### src/hw/rtl/fbla_pkg.sv
package fbla_pkg;

  localparam int unsigned OffsetBits  = 26;
  localparam int unsigned BlockBytesW = 17;
  localparam int unsigned PoolRegW    = 11;
  localparam int unsigned DivCntW     = $clog2(OffsetBits);

  localparam logic [BlockBytesW-1:0] BlockBytesRst = 17'd64;
  localparam logic [PoolRegW-1:0]    PoolRst       = 11'd1024;

  localparam logic FuncAlloc = 1'b0;
  localparam logic FuncFree  = 1'b1;

  localparam logic RegBlockBytes   = 1'b0;
  localparam logic RegBlocksInPool = 1'b1;

  typedef enum logic [1:0] {
    STAT_OK         = 2'd0,
    STAT_EMPTY      = 2'd1,
    STAT_MISALIGNED = 2'd2,
    STAT_RANGE      = 2'd3
  } status_e;

  typedef struct packed {
    logic                  func;
    logic [OffsetBits-1:0] free_offset;
  } req_t;

  typedef struct packed {
    status_e               status;
    logic [OffsetBits-1:0] block_offset;
  } rsp_t;

  typedef struct packed {
    logic [OffsetBits-1:0]  quot;
    logic [BlockBytesW-1:0] rem;
  } div_res_t;

endpackage

### src/hw/rtl/fbla_div.sv
module fbla_div (
  input  logic                             clk_i,
  input  logic                             rst_ni,
  input  logic                             start_i,
  input  logic [fbla_pkg::OffsetBits-1:0]  dividend_i,
  input  logic [fbla_pkg::BlockBytesW-1:0] divisor_i,
  output logic                             done_o,
  output fbla_pkg::div_res_t               res_o
);

  import fbla_pkg::*;

  logic               busy_q, done_q;
  logic [DivCntW-1:0] cnt_q;
  logic [OffsetBits-1:0]  num_q;
  logic [BlockBytesW-1:0] rem_q, dvs_q;

  logic [BlockBytesW:0] shifted, diff;
  logic                 ge;

  assign shifted = {rem_q, num_q[OffsetBits-1]};
  assign ge      = shifted >= {1'b0, dvs_q};
  assign diff    = shifted - {1'b0, dvs_q};

  always_ff @(posedge clk_i or negedge rst_ni) begin
    if (!rst_ni) begin
      busy_q <= 1'b0;
      done_q <= 1'b0;
      cnt_q  <= '0;
    end else begin
      done_q <= 1'b0;
      if (start_i) begin
        busy_q <= 1'b1;
        cnt_q  <= '0;
      end else if (busy_q) begin
        cnt_q <= cnt_q + DivCntW'(1);
        if (cnt_q == DivCntW'(OffsetBits - 1)) begin
          busy_q <= 1'b0;
          done_q <= 1'b1;
        end
      end
    end
  end

  always_ff @(posedge clk_i) begin
    if (start_i) begin
      num_q <= dividend_i;
      rem_q <= '0;
      dvs_q <= divisor_i;
    end else if (busy_q) begin
      rem_q <= ge ? diff[BlockBytesW-1:0] : shifted[BlockBytesW-1:0];
      num_q <= {num_q[OffsetBits-2:0], ge};
    end
  end

  assign done_o     = done_q;
  assign res_o.quot = num_q;
  assign res_o.rem  = rem_q;

endmodule

### config.mk
export PLATFORM = sky130hd
export DESIGN_NAME = fbla_div
export DESIGN_NICKNAME = d
export VERILOG_FILES = /design/src/hw/rtl/fbla_pkg.sv /design/src/hw/rtl/fbla_div.sv
export SDC_FILE = /design/constraint.sdc
export NUM_CORES = 1
export LEC_CHECK = 0
export ABC_AREA = 0
export ABC_CLOCK_PERIOD_IN_PS = 7300
export BUFFER_PORTS_ARGS = -buffer_cell sky130_fd_sc_hd__buf_2
export CORE_MARGIN = 8
export CORE_UTILIZATION = 58
export DETAILED_ROUTE_END_ITERATION = 10
export HOLD_SLACK_MARGIN = 0.1
export PLACE_DENSITY_LB_ADDON = 0.25
export SYNTH_ARGS = -nofsm -noshare
export SYNTH_HDL_FRONTEND = slang
export SYNTH_SLANG_ARGS = --single-unit
### constraint.sdc
create_clock -name clk_i -period 7.3 [get_ports clk_i]
set_input_delay 1.46 -clock clk_i [delete_from_list [all_inputs] [get_ports clk_i]]
set_output_delay 1.46 -clock clk_i [all_outputs]
set_load 0.03 [all_outputs]
# After elaboration in Yosys (flattened, before gate mapping)

Index checks and enable logic that the tools add are counted.

Register bits: 67
Bits of input ports: 46
Output and inout port bits: 44
Word-level logic and storage cells: 22

Add/sub/neg operators: 2
Order comparisons: 1
Equality and inequality tests: 1
Mux-type cells: 11
Reduce and logical (&&, ||, !) cells: 1

Operators by type and width:

| kind                | count |
|---|---|
| $mux 26             | 2 |
| $ge 18x17->1        | 1 |
| $mux 17             | 1 |
| $sub 17x17->17      | 1 |
| $mux 5              | 2 |
| $mux 1              | 6 |
| $add 5x1->5 const B | 1 |
| $eq 5x5->1 const B  | 1 |
| $reduce_bool 2->1   | 1 |

# Depth between registers and ports, before layout

Gate-level depths: netlist (run 1).

Depth in word-level cells: 4
Gate-level depth with buffers: 12
Depth with buffers taken out: 10

# Least setup slack after synthesis (run 1)

OpenSTA, ideal clock, no wires.

Kind: register to register
Start point: register num_q[25]
End point: register num_q[0] (data pin)
Library setup time: 0.271 ns
Arrival: 2.596 ns
Data required time: 7.029 ns
Slack: 4.433 ns
Cell stages (with the launch flop): 12
Buffers on the path: 2
Clock period less this slack: 2.867 ns
Cells stage by stage: edfxtp_1 > inv_1 > ha_1 > inv_1 > fa_1 > a21o_1 > a311o_2 > a211oi_1 > o41a_1 > buf_6 > buf_2 > mux2i_1

Cells in the longest elaborated chain, start to end: 3

RTL lines:

| item                     | line           | text |
|---|---|---|
| start: declaration       | fbla_div.sv:15 | `logic [OffsetBits-1:0] num_q;` |
| start signal: assignment | fbla_div.sv:47 | `num_q <= dividend_i;` |
| start signal: assignment | fbla_div.sv:52 | `num_q <= {num_q[OffsetBits-2:0], ge};` |
| $ge 18x17->1             | fbla_div.sv:22 | `assign ge = shifted >= {1'b0, dvs_q};` |
| $mux 26                  | fbla_div.sv:50 | `end else if (busy_q) begin` |
| $mux 26                  | fbla_div.sv:46 | `if (start_i) begin` |

No other way between the ends. The select of a mux whose other input is x is not followed.
A chain may end at the register's enable or synchronous reset.

# Final worst setup path (run 1)

Start point: register num_q[25]
End point: register rem_q[3]

Cells in the longest elaborated chain, start to end: 2
Elaborated cells on any way between the ends: 3
Those cells by class: add/sub: 1; order compare: 1; mux: 1

RTL lines:

| item                                                  | line                           | text |
|---|---|---|
| $sub 17x17->17 / $ge 18x17->1 (equally long branches) | fbla_div.sv:23, fbla_div.sv:22 |  |
| $mux 17 *                                             | fbla_div.sv:51                 | `rem_q <= ge ? diff[BlockBytesW-1:0] : shifted[BlockBytesW-1:0];` |
| end signal: assignment                                | fbla_div.sv:51                 |  |
| end: declaration                                      | fbla_div.sv:16                 | `logic [BlockBytesW-1:0] rem_q, dvs_q;` |

Every way passes the cells marked *; elsewhere a longest branch is shown, timed or not.

==> impl.org, run 1 <==
** Cells and area
- After the last flow step, the layout net total stands at approximately 500.
- Post-route insts no fill :: 502
- The filler cells instantiated in the layout total just under 500.
- Final antenna diode count :: 0
- Relative to the synthesized area, the layout overhead comes to 17.7%.
- The post-route netlist has 32.5% of its cells at a drive strength greater than 1.

** Timing
- Setup repair after global routing left no endpoint under its margin.
- For the pin with the worst max-slew slack, the measured transition is 1.20 ns.
- Fin. Hold Viols :: 0
- For this run, the top clock speed supported by timing is 276 MHz.
- The final critical path takes up 49.7% of the cycle.
- Final min period :: 3.62 ns
- On the final layout, the worst hold slack is 0.527 ns.
- Measured against its own limit, the worst slew margin works out to 20.0%.
- After routing, the total negative slack on setup checks comes to 0 ns.
- Clock skew on the completed layout was measured at 0.00721 ns.
- The max-slew violation total from the final report was 0.
- Setup violations remaining at the end of the flow were counted as 0.

** Setup path
- Worst stage delay on the critical path :: 0.97 ns
- STA classifies the critical path endpoint as a flip-flop.
- The worst setup path is launched from a flip-flop.
- CP Max Fanout :: 29
- Critical path type :: flip-flop to flip-flop
- At the worst endpoint, the required time is approximately 7.6 ns.
- The signal on the critical path passes through inv_1 -> ha_1 -> inv_1 -> fa_1 -> a21o_1 -> a311o_2 -> a211oi_1 -> o41a_1 -> mux2i_1 -> a211oi_1.
- Length in cells of the worst reg-to-reg path :: 10
- The largest individual stage delay along the critical path comes from the cell sky130_fd_sc_hd__o41a_1.
- Worst EP arrival :: 3.87 ns

** Clock network
- CTS HTree Levels :: 3
- The clock net in this run drives a total of 67 sinks.
- The number of hold buffers added after CTS was 0.
- Gates resized during post-CTS repair numbered 0.
- TritonCTS built the clock tree.
- The clock passes through at most 2 buffers.
- Clk slew on worst S/H paths :: 0.08 ns
- In this run the post-CTS setup repair buffer count came out at 0.
- In this run, CTS created clock tree buffers numbering 9.
- For the worst-skew pair, the clock arrives at the later sink with an insertion delay of 0.34 ns.
- The cell sitting at the root of the clock tree is a sky130_fd_sc_hd__clkbuf_8.

** Synth
- Largest family of logic cells by synthesized area :: compound AO/OA/AOI/OAI gates
- Yosys top cell by area :: sky130_fd_sc_hd__edfxtp_1
- XOR/XNOR share of the synthesized area :: 3.31%
- Fraction of the yosys area taken by sequential cells :: about 49%
- Multiplexer cells account for 9.50% of the synthesized area.
- Area contributors post-synth :: sky130_fd_sc_hd__edfxtp_1 35%, sky130_fd_sc_hd__dfxtp_1 9.2%, sky130_fd_sc_hd__mux2_2 7.6%, sky130_fd_sc_hd__ha_1 6.4%, sky130_fd_sc_hd__dfrtp_1 4.7%
- Combined area of all synthesized cells :: roughly 3700 um^2
- Counting every instance in the synthesized netlist gives 335.
- Among all flip-flop cells after synthesis, the most frequent one is sky130_fd_sc_hd__edfxtp_1.
- Area fraction in compound gates after synthesis :: 15.4%
- Yosys mapped a number of flops with a built-in enable equal to 43.
- After Yosys synthesis, full adders, half adders and majority gates account for under 10% of the synthesized area.
- The Yosys step of the flow raised 0 warnings.
- The synthesized design contains 67 register bits.
- Of the post-synthesis cell area, the dominant cell type holds 34.9%.
- After synthesis, the mean cell area works out to 11.0 um^2.
- The synthesized netlist contains 63 unique library cells.
- Summing the areas of all and, or, nand and nor instances in the mapped netlist gives about 11% of the synthesized area.
- In the synthesized netlist the async set-or-reset flop fraction comes to 10.4%.
- When the netlist entered floorplanning its net count stood at between 400 and 500.

** Global route
- Global-route wire length before repair :: roughly 14000 um
- The total overflow left after global routing is 0.
- All-Layer GR Usage :: 19.1%
- Maximum number of pins on one net before global-route repair :: 63
- Initial antenna violation count :: 0
- Vias in the first global route :: 2891

** Die
- The core region is 6280 um^2.
- The die covers ~9200 um^2.
- X dimension of the die :: 95.9 um
- After floorplanning, the core was divided into 29 placement rows.
- For this design the top-level I/O count stands at 90.
- The initial utilization of the core area, before any placement, comes to 58.9%.
- Die outline height :: 95.9 um

** Worst hold path
- The worst hold path was traced through 2 stages.
- The path class of the tightest hold or removal check is flip-flop to flip-flop.

** Place
- At the end of routability-driven placement, the weighted congestion stood at ~0.90.
- The HPWL after detailed placement is roughly 6300 um.
- Inst Count DP :: 486
- IO buf count :: 89

** Detailed routing
- Count of unresolved DRC violations after routing :: 0
- Routed vias :: 2959
- The final layout contains routed wiring with a total length of 8860 um.
- In this run, the number of DRC markers left after iteration 0 of detailed routing was between 200 and 300.
- Dividing the detail-routed wire length by the instance count gives 17.6 um.
- Number of nets with antenna violations after routing :: 0
- The first detailed-routing pass took 5 iterations.
- Post-DR vias/cell :: 5.89

** Flow run
- Maximum capacitance violations :: 0

** Power
- Summed over all cells, the static leakage comes to a little under 2 nW.
- IR analysis of the VDD net gives a maximum drop of slightly below 0.0002 V.
- Power comes to approximately 1.3 mW.
- Power density relative to cell area :: 297 nW/um^2

** Outcome
- Run status :: finished clean
==> cells by family (layout without fill, tap and decap cells) <==
kind of cell,Yosys count,in the layout
flip-flops,67,67
multiplexers,32,32
adder cells (fa/ha/maj),20,20
AO/OA/AOI/OAI,80,80
XOR/XNOR,14,14
buffers and inverters,40,130
AND/OR/NAND/NOR,82,82
==> worst paths after layout <==
kind / startpoint / end / slack [ns]
setup / recovery: num_q[25] / rem_q[3] / 3.68
hold reg to reg: rem_q[3] / rem_q[4] / 0.53
max in group asynchronous: rst_ni / busy_q / 6.21
setup reg to reg: num_q[25] / rem_q[3] / 3.68
min in group asynchronous: rst_ni / cnt_q[0] / 0.93
hold / removal: rem_q[3] / rem_q[4] / 0.53
==> per-stage QoR <==
stage	setup WS, ns	cell area, um^2	util, %
floorplan	4.43	3700	-
global placement	3.68	4160	66.3
detailed placement	3.55	4160	66.3
CTS	3.62	4350	69.4
global route	3.37	4350	69.4
finish	3.68	4350	69.4
==> report_power, final <==
group / internal (mW) / switching [mW]
clock: 0.156 / 0.145
sequential: 0.458 / 0.0421
combinational: 0.186 / 0.305
total: 0.800 / 0.492
==> cell usage in the layout, fill, tap and decap left out, types with 6 or more instances in the layout <==
cell type and instances:
sky130_fd_sc_hd__mux2_2 25, sky130_fd_sc_hd__xnor2_1 7, sky130_fd_sc_hd__dfrtp_1 7, sky130_fd_sc_hd__edfxtp_1 43, sky130_fd_sc_hd__nand3_1 6, sky130_fd_sc_hd__ha_1 19
sky130_fd_sc_hd__mux2i_1 7, sky130_fd_sc_hd__nor2_1 27, sky130_fd_sc_hd__nand2_1 16, sky130_fd_sc_hd__xor2_1 7, sky130_fd_sc_hd__a21oi_1 21, sky130_fd_sc_hd__dfxtp_1 17
sky130_fd_sc_hd__inv_1 23, sky130_fd_sc_hd__buf_2 89, sky130_fd_sc_hd__a211oi_1 8, sky130_fd_sc_hd__o21ai_0 11, sky130_fd_sc_hd__clkbuf_8 9
==> metal layers <==
metal  global-route usage, %  share of wire, %  up-vias
li1                        -                 -     1424
met1                    23.3                41     1422
met2                    31.1                51      100
met3                    6.40               6.8       13
met4                    6.66               1.4        0
met5                       0                 0        -
==> registers in the layout, indices dropped and copies added, names as in the netlist <==
name	flops
done_o	1
num_q	26
busy_q	1
cnt_q	5
dvs_q	17
rem_q	17
==> area by class of cell <==
cell class / instances / area, um^2 / area share [%]
Sequential cell: 67 / 1810 / 41.5
Multi-Input combinational cell: 228 / 1710 / 39.3
Timing Repair Buffer: 91 / 460 / 10.6
Clock buffer: 9 / 124 / 2.84
Tap cell: 77 / 96.3 / 2.21
Inverter: 23 / 86.3 / 1.98
Clock inverter: 7 / 68.8 / 1.58
==> critical path: cells and delay by family (launching register included) <==
kind	cells	cell delay, ns
AOI/OAI and AO/OA	5	2.18
adders and majority gates	2	0.57
DFF	1	0.44
muxes	1	0.20
buffers and inverters	2	0.14
==> cell usage after synthesis (2+ instances only) <==
cell type and n:
sky130_fd_sc_hd__edfxtp_1 43, sky130_fd_sc_hd__o21a_1 2, sky130_fd_sc_hd__nor2_1 27, sky130_fd_sc_hd__o31a_1 2, sky130_fd_sc_hd__or2_1 2, sky130_fd_sc_hd__o311ai_1 2
sky130_fd_sc_hd__a21oi_1 21, sky130_fd_sc_hd__nand2_1 16, sky130_fd_sc_hd__xor2_1 7, sky130_fd_sc_hd__xnor2_1 7, sky130_fd_sc_hd__nand4_1 5, sky130_fd_sc_hd__nand2b_1 5
sky130_fd_sc_hd__buf_1 4, sky130_fd_sc_hd__a21o_1 4, sky130_fd_sc_hd__ha_1 19, sky130_fd_sc_hd__mux2_2 25, sky130_fd_sc_hd__inv_1 23, sky130_fd_sc_hd__buf_2 3
sky130_fd_sc_hd__a311oi_1 2, sky130_fd_sc_hd__a211oi_1 8, sky130_fd_sc_hd__nand3_1 6, sky130_fd_sc_hd__clkbuf_1 7, sky130_fd_sc_hd__dfxtp_1 17, sky130_fd_sc_hd__and3_1 3
sky130_fd_sc_hd__a32oi_1 5, sky130_fd_sc_hd__a31o_2 2, sky130_fd_sc_hd__or3_1 3, sky130_fd_sc_hd__nor3_1 5, sky130_fd_sc_hd__o21ai_0 11, sky130_fd_sc_hd__o21ai_1 2
sky130_fd_sc_hd__mux2i_1 7, sky130_fd_sc_hd__dfrtp_1 7, sky130_fd_sc_hd__a221oi_1 2, sky130_fd_sc_hd__nor2b_1 2
(Power assumes the default switching activity.)
==> inputs of run 2 (changes only) <==
- ABC_AREA: 0 -> 1
- ABC_CLOCK_PERIOD_IN_PS: 7300 -> 2950
- CORE_UTILIZATION: 58 -> 49
- clock period: 7.3 -> 2.95 ns (I/O delays scaled with it)
==> impl.org, run 2 <==
** Outcome
- Run status :: finished clean

** Worst hold path
- Min-Delay Endpoint :: dvs_q[13]
- The min-delay analysis places its worst path in the category input port to flip-flop.
- Counting instances, the worst hold path has a depth of 1.
- In this run the most critical hold path is launched from divisor_i[13].

** Setup path
- At the worst endpoint, the required time is 3.24 ns.
- Setup slack, reg-to-reg :: 0.76 ns
- Critical Path Most Common Cell :: sky130_fd_sc_hd__nand2_1
- The worst setup path is launched from a flip-flop.
- The setup path with the least slack is of type flip-flop to flip-flop.
- Measured in cells, the most critical reg-to-reg path has a length of 10.
- Worst stage delay on the critical path :: between 0.4 and 0.5 ns
- The startpoint identified for the worst register-to-register timing path is rem_q[5].
- Library cell contributing the largest single delay on the critical path :: sky130_fd_sc_hd__nor2_4
- Worst EP arrival :: 2.48 ns
- CP Max Fanout :: 19
- Endpoint of the worst-slack reg-to-reg timing path :: rem_q[11]
- Cell chain of the critical path :: ha_1 -> nand2_1 -> inv_1 -> nand3_1 -> o21ai_2 -> nor2_4 -> nand2_4 -> nand2_1 -> nand3_1 -> nand2_1
- Kind of end point of the critical path :: flip-flop

** Synth
- Synth async-reset ratio :: 10.4%
- Among all flip-flop cells after synthesis, the most frequent one is sky130_fd_sc_hd__edfxtp_1.
- The synthesized design contains 43 enable-type register cells.
- Combined area of all synthesized cells :: 3930 um^2
- Synthesized instance count :: 517
- Synth top cells by count :: 231 x sky130_fd_sc_hd__nand2_1, 75 x sky130_fd_sc_hd__inv_1, 43 x sky130_fd_sc_hd__edfxtp_1
- The Yosys step of the flow raised 0 warnings.
- In this run, synthesis produced a sequential element count of 67.
- Yosys mapped the design onto 31 distinct sky130hd cell types.
- Syn_nets :: 583
- Yosys top cell by area :: sky130_fd_sc_hd__edfxtp_1
- Among all cell types in the netlist, the one instantiated most often is sky130_fd_sc_hd__nand2_1.
- Area contributors post-synth :: sky130_fd_sc_hd__edfxtp_1 33%, sky130_fd_sc_hd__nand2_1 22%, sky130_fd_sc_hd__dfxtp_1 8.7%, sky130_fd_sc_hd__inv_1 7.2%, sky130_fd_sc_hd__ha_1 6.1%
- Summing the sequential cell areas from Yosys gives approximately 46% of the chip area.
- Portion of synthesized cell area occupied by the leading cell type :: 32.9%
- Average footprint of a synthesized cell :: 7.60 um^2

** Timing
- Unrepaired setup endpoints after global routing :: false
- Fin. Hold Viols :: 0
- In the finished design, the share of the clock period the worst path needs comes to between 70% and 80%.
- Final min period :: roughly 2.2 ns
- Max transition margin :: 42.4%
- Slack of the critical path :: 0.756 ns
- On the final layout, the worst clock skew is 0.0122 ns.
- Slew at the pin with the worst max-slew slack :: 0.863 ns
- The max-slew violation total from the final report is 0.
- Adding up every negative setup slack in the final design gives 0 ns.
- Based on the critical path, the design can be clocked at up to 456 MHz.
- Setup violations remaining at the end of the flow were counted as 0.

** Detailed routing
- Summed over all nets, wire length on met2 after detailed routing comes to about 4300 um.
- Met3 wire len :: between 700 and 800 um
- After detailed routing, the number of remaining DRC violations is 0.
- Aggregate routed wire length :: roughly 9500 um
- In the routed layout, each cell is associated on average with a via count of 4.88.
- Number of optimization iterations in the first detailed-route pass :: 5
- After detailed routing, the average wire length per cell comes to 13.3 um.
- The detailed router used layers up to and including met4.
- For this block, the via count after detailed routing is 3505.
- Number of nets with antenna violations after routing :: 0
- For this block, wires on met1 add up to about 4300 um.
- After the first detailed-routing iteration, the DRC count stood at between 150 and 200.

** Clock network
- Max Root-Sink Buffers :: 2
- Number of buffers inserted during clock tree synthesis :: 9
- In this run the clock root is driven by a sky130_fd_sc_hd__clkbuf_8.
- Clock-pin slew was measured on the worst setup and hold paths at 0.08 ns.
- In this run the number of H-tree levels came out at 3.
- TritonCTS built the clock tree.
- Sinks on Clock Net :: 67
- Clock latency of the later-clocked register in the worst-skew pair :: 0.35 ns

** Cells and area
- Area growth from synthesis to layout :: 20.0%
- The register with the most flip-flops in the layout has 26 of them.
- Highest-count cells in the layout ignoring fill and taps :: 231 x sky130_fd_sc_hd__nand2_1, 89 x sky130_fd_sc_hd__buf_2, 75 x sky130_fd_sc_hd__inv_1, 43 x sky130_fd_sc_hd__edfxtp_1, 32 x sky130_fd_sc_hd__nand3_1
- Once layout is complete, the utilization of the core stands at 60.7%.
- Of the cells placed in the final design, the portion with a size suffix greater than 1 is around a fifth.
- The library cell used most frequently in the layout, excluding fill and tap cells, is sky130_fd_sc_hd__nand2_1.
- In the final layout, the registers with the most flip-flops are num_q (26), dvs_q (17), rem_q (17).
- The count of cells in the finished layout, fillers not included, comes to 718.
- After the last flow step, the layout net total stands at slightly below 700.
- Largest register by flop count :: num_q
- Final antenna diode count :: 0

** Place
- Port buffering added 89 buffers.
- Sum of net half-perimeters after detailed placement :: 6980 um
- Weighted congestion at the end of routability-driven global placement :: 0.924
- Counting tap cells, the placed design contains a total of approximately 700 instances.
- DP Worst Slack :: 0.773 ns

** Power
- Of the total power, combinational logic draws 49.2%.
- The analysis attributes to net switching a power of 1.92 mW.
- The internal portion of the total power is 2.42 mW.
- Summed over all cells, the static leakage comes to 2.61 nW.
- The clock network burns 20.4% of the power.
- Proportion of total power due to net switching :: 44.3%
- Largest voltage drop on the vdd net :: 0.000406 V
- Seq pwr share :: 30.4%
- Power density relative to cell area :: 921 nW/um^2
- PnR Total Power :: roughly 4.3 mW

** Die
- Floorplan row count :: 32
- Effective utilization at floorplan :: 50.6%
- During I/O placement, the number of pins put on the boundary was 90.
- Die area :: 11100 um^2
- Die outline height :: 106 um
- After floorplanning, the core was sized to cover 7770 um^2.
- X dimension of the die :: approximately 110 um

** Global route
- In the global route stage, overall resource usage came out at 17.7%.
- Global route total overflow :: 0
- The via count of the first global-routing pass is 3623.
- Maximum number of pins on one net before global-route repair :: 32
- Global-route wire length before repair :: approximately 16000 um
- The initial antenna violation count came to 0.

** Flow run
- Maximum capacitance violations :: 0
run 2: repair_timing:
action,CTS,global route
resized for setup,0,0
hold buffers,1,0
setup buffers,0,0
endpoints found under the setup margin,0,0
endpoints found under the hold margin,7,0
run 2: worst max path at each step:
| stage | startpoint | to | slack, ns | cells after the start |
|---|---|---|---|---|
| after CTS | num_q[25] | rem_q[7] | 0.76 | 11 |
| after floorplan | num_q[25] | num_q[0] | 0.83 | 9 |
| final | rem_q[5] | rem_q[11] | 0.76 | 10 |
| after global placement | num_q[25] | rem_q[16] | 0.81 | 11 |
| after detailed placement | num_q[25] | rem_q[11] | 0.77 | 11 |
| after global routing | num_q[25] | rem_q[16] | 0.52 | 11 |
run 2: worst max-delay path, delay by kind of cell, from the launching register on:
kind,cells,cell delay (ns)
AND/OR/NAND/NOR,7,1.23
adder cells (fa/ha/maj),1,0.37
AO/OA/AOI/OAI,1,0.08
buffers and inverters,1,0.08
flip-flops,1,0.36
run 2: area by class of cell:
| cell class | instances | area (um^2) |
|---|---|---|
| Inverter | 76 | 285 |
| Fill cell | 734 | 3050 |
| Sequential cell | 67 | 1810 |
| Multi-Input combinational cell | 363 | 1780 |
| Clock buffer | 11 | 141 |
| Tap cell | 102 | 128 |
| Clock inverter | 5 | 85.1 |
| Timing Repair Buffer | 94 | 485 |
run 2: cell families after synthesis:
kind of cell,share of synthesized area (%)
simple gates,34.8
buf+inv,8.66
flops,46.0
fa+ha+maj,6.56
compound gates,2.45
xor+xnor,1.56
run 2: routing by layer:
metal / vias to the layer above / global-route usage, %
li1: 1812 / -
met1: 1560 / 21.2
met2: 120 / 29.2
met3: 13 / 5.42
met4: 0 / 6.73
met5: - / 0
run 2: power by group through the flow:
stage          clock [mW]  combinational (mW)  sequential (mW)
6_report            0.886                2.14             1.32
5_1_grt             0.948                2.40             1.35
3_5_place_dp            0                2.12             1.34
3_3_place_gp            0                2.09             1.34
4_1_cts             0.906                2.13             1.32
2_1_floorplan           0                1.37             1.60
run 2: per-stage QoR:
stage | hold WS [ns] | cell area (um^2)
after floorplan | 0.294 | 3930
after detailed placement | 0.433 | 4480
after global placement | 0.432 | 4480
after CTS | 0.405 | 4710
final | 0.414 | 4710
after global routing | 0.405 | 4710
==> inputs of run 3 (changes only) <==
- ABC_AREA: 1 -> 0
- ABC_CLOCK_PERIOD_IN_PS: 2950 -> 1800
- clock period: 2.95 -> 1.8 ns (I/O delays scaled with it)
==> impl.org, run 3 (synthesis gave the netlist of run 1 again) <==
** Setup path
- Category of cells accounting for the largest share of critical-path delay :: compound AO/OA/AOI/OAI gates
- For this run, the slowest stage of the critical path takes between 0.3 and 0.4 ns.
- STA classifies the critical path endpoint as a flip-flop.
- Crit path buffers/inverters :: 3
- Startpoint types :: flip-flop
- Counting stages on the worst path, the most repeated cell is sky130_fd_sc_hd__inv_1.
- CP Max Fanout :: 9
- STA puts the critical path data required time at around 2 ns.
- Critical path type :: flip-flop to flip-flop
- Walking the worst path, the cells encountered are inv_1 -> ha_1 -> inv_1 -> fa_2 -> a21o_1 -> a311o_2 -> a211oi_2 -> o41a_1 -> buf_6 -> mux2i_1 -> a211oi_1.
- At the worst endpoint, the arrival time is 2.84 ns.
- Among all stages on the critical path, the largest delay is contributed by sky130_fd_sc_hd__edfxtp_1.

** Clock network
- Clk slew on worst S/H paths :: 0.08 ns
- TritonCTS built the clock tree.
- Clock latency of the later-clocked register in the worst-skew pair :: 0.35 ns
- The H-tree was split into 3 levels.
- The tree built by TritonCTS fans out to 67 sinks.
- Buffer type at the clock tree root :: sky130_fd_sc_hd__clkbuf_8
- Max Root-Sink Buffers :: 2
- Clock tree synthesis inserted a total of 9 buffers.

** Die
- Pin placement for this block handled 90 I/O pins.
- The total area inside the core boundary comes to 7290 um^2.
- The initialized floorplan defines 31 standard-cell rows.
- The floorplan step defined a die boundary enclosing 10600 um^2.
- Die outline height :: 103 um
- Effective utilization at floorplan :: 50.7%
- The die is between 100 and 150 um wide.

** Cells and area
- After the flow finishes, the layout carries non-filler instances totaling a little over 600.
- In the final design database the tool counted 567 nets.
- From synthesis to final layout, the design area changed by 37.1%.
- The largest registers in the layout are num_q (26), dvs_q (17), rem_q (17).
- Highest-count cells in the layout ignoring fill and taps :: 89 x sky130_fd_sc_hd__buf_2, 77 x sky130_fd_sc_hd__buf_4, 43 x sky130_fd_sc_hd__edfxtp_1, 27 x sky130_fd_sc_hd__nor2_1, 25 x sky130_fd_sc_hd__mux2_2
- Leaving out fill and tap cells, the most frequent cell in the layout is sky130_fd_sc_hd__buf_2.
- The repair_antennas step left the layout with diodes totalling 0.
- Design area :: 5070 um^2
- The register with the most flip-flops in the final layout is num_q.
- In the final layout, the share of cells above drive strength 1 is 44.3%.
- Flip-flop count of the largest register after layout :: 26

** Global route
- Vias in the first global route :: 3189
- All-Layer GR Usage :: 19.0%
- After global routing the overflow that remains totals 0.
- Initial antenna violation count :: 0
- Global-route wire length before repair :: 15500 um
- Entering global routing, the biggest net connects 32 pins.

** Power
- Clock network fraction of design power :: 21.7%
- Cell internal power was estimated by the tool at 3.80 mW.
- PnR Total Power :: 5.99 mW
- Reported net switching power :: 2.18 mW
- Proportion of total power due to net switching :: 36.5%
- In this run the power density over the cells is 1180 nW/um^2.
- Seq pwr share :: 32.8%
- Relative contribution of combinational cells to total power :: 45.5%
- Static leakage :: between 2 and 2.5 nW
- Largest voltage drop on the vdd net :: just over 0.0008 V

** Timing
- Setup repair after global routing could not meet its margin everywhere.
- Final setup skew :: 0.00808 ns
- Summed negative setup slack over all endpoints :: -13.50 ns
- Final worst path period share :: 145%
- Number of setup violations in the final report :: 18
- Post-Route Hold Slack :: between 0.15 and 0.2 ns
- The routed design could run at a clock period as short as 2.61 ns.
- Max transition margin :: between 70% and 80%
- Slack of the critical path :: -0.809 ns
- The count of final hold-check violations was 0.
- At the pin with the least slew margin, the transition time is 0.352 ns.
- Fmax :: about 380 MHz
- The max-slew violation total from the final report was 0.

** Detailed routing
- For this run, design rule violations remaining after detail routing come to 0.
- Post-DR vias/cell :: 5.24
- The final layout contains routed wiring with a total length of 9710 um.
- The first TritonRoute pass finished after 4 iterations.
- Routed length per instance :: approximately 16 um
- Routed vias :: 3171
- In this run, the number of DRC markers left after iteration 0 of detailed routing was 140.
- Detailed-routing wirelength on met1 :: 4050 um
- Signal routing reaches up to met4.
- Number of nets with antenna violations after routing :: 0
- Detailed routing placed a total of 4820 um of wire on met2.
- In the detailed route, the total length drawn on met3 is 658 um.

** Place
- Once detailed placement completed, the half-perimeter wirelength came to 7410 um.
- The placed instances occupy a cell area of ~4800 um^2.
- At the end of routability-driven placement, the weighted congestion stood at 0.885.
- During placement, the flow inserted port buffers numbering a little under 90.
- Once placement completed, the tool counted placed cells totaling 583.

** Worst hold path
- The tightest min-delay check is of the input port to flip-flop type.

** Flow run
- Max-cap violations in this run came to 0.

** Outcome
- The run finished, with violations left.
- The final reports fail on negative setup slack.
run 3: changes by cell type in the layout (fill, tap and decap cells not counted), moves of 9 or more:
cell	before	now
sky130_fd_sc_hd__nand2_1	231	16
sky130_fd_sc_hd__buf_4	4	77
sky130_fd_sc_hd__inv_1	75	23
sky130_fd_sc_hd__nand3_1	32	6
sky130_fd_sc_hd__mux2_2	0	25
sky130_fd_sc_hd__nand3b_1	18	0
sky130_fd_sc_hd__nor2_1	17	27
sky130_fd_sc_hd__a21oi_1	12	21
run 3: repair_timing:
item	in CTS	in global routing
buffers inserted	2	3
endpoints found under the setup margin	18	18
endpoints found under the hold margin	7	0
pin swaps	0	1
resized for setup	5	5
hold buffers	1	0
run 3: routing by layer:
metal	vias up	track usage, %
li1	1587	-
met1	1472	24.2
met2	96	30.7
met3	16	3.92
met4	0	7.68
met5	-	0
run 3: area by class of cell:
type | instances | area (um^2)
repair buffers | 172 | 1110
well taps | 99 | 124
flip-flops and latches | 67 | 1810
clock buffers | 10 | 138
fillers | 598 | 2220
clock inverters | 6 | 63.8
inverters | 23 | 86.3
multi-input cells | 228 | 1750
run 3: power groups by stage:
stage	Combinational (mW)	Sequential (mW)	Clock [mW]
floorplan	1.25	2.35	0
global placement	2.54	1.99	0
detailed placement	2.58	2.00	0
CTS	2.65	1.97	1.32
global route	2.95	1.99	1.39
finish	2.72	1.97	1.30
run 3: stage by stage:
stage / worst slack, ns / util, %
2_1_floorplan: -0.913 / -
3_3_place_gp: -0.712 / 65.8
3_5_place_dp: -0.819 / 65.8
4_1_cts: -0.821 / 69.0
5_1_grt: -0.905 / 69.6
6_report: -0.809 / 69.6
run 3: final timing paths:
kind / to / slack [ns] / from / cells past startpoint
max in group asynchronous: cnt_q[3] / 1.28 / rst_ni / 2
worst max register to register: rem_q[10] / -0.81 / num_q[25] / 11
min in group asynchronous: cnt_q[2] / 0.37 / rst_ni / 2
worst min register to register: cnt_q[4] / 0.57 / cnt_q[4] / 2
worst max-delay path: rem_q[10] / -0.81 / num_q[25] / 11
worst min-delay path: dvs_q[4] / 0.18 / divisor_i[4] / 1
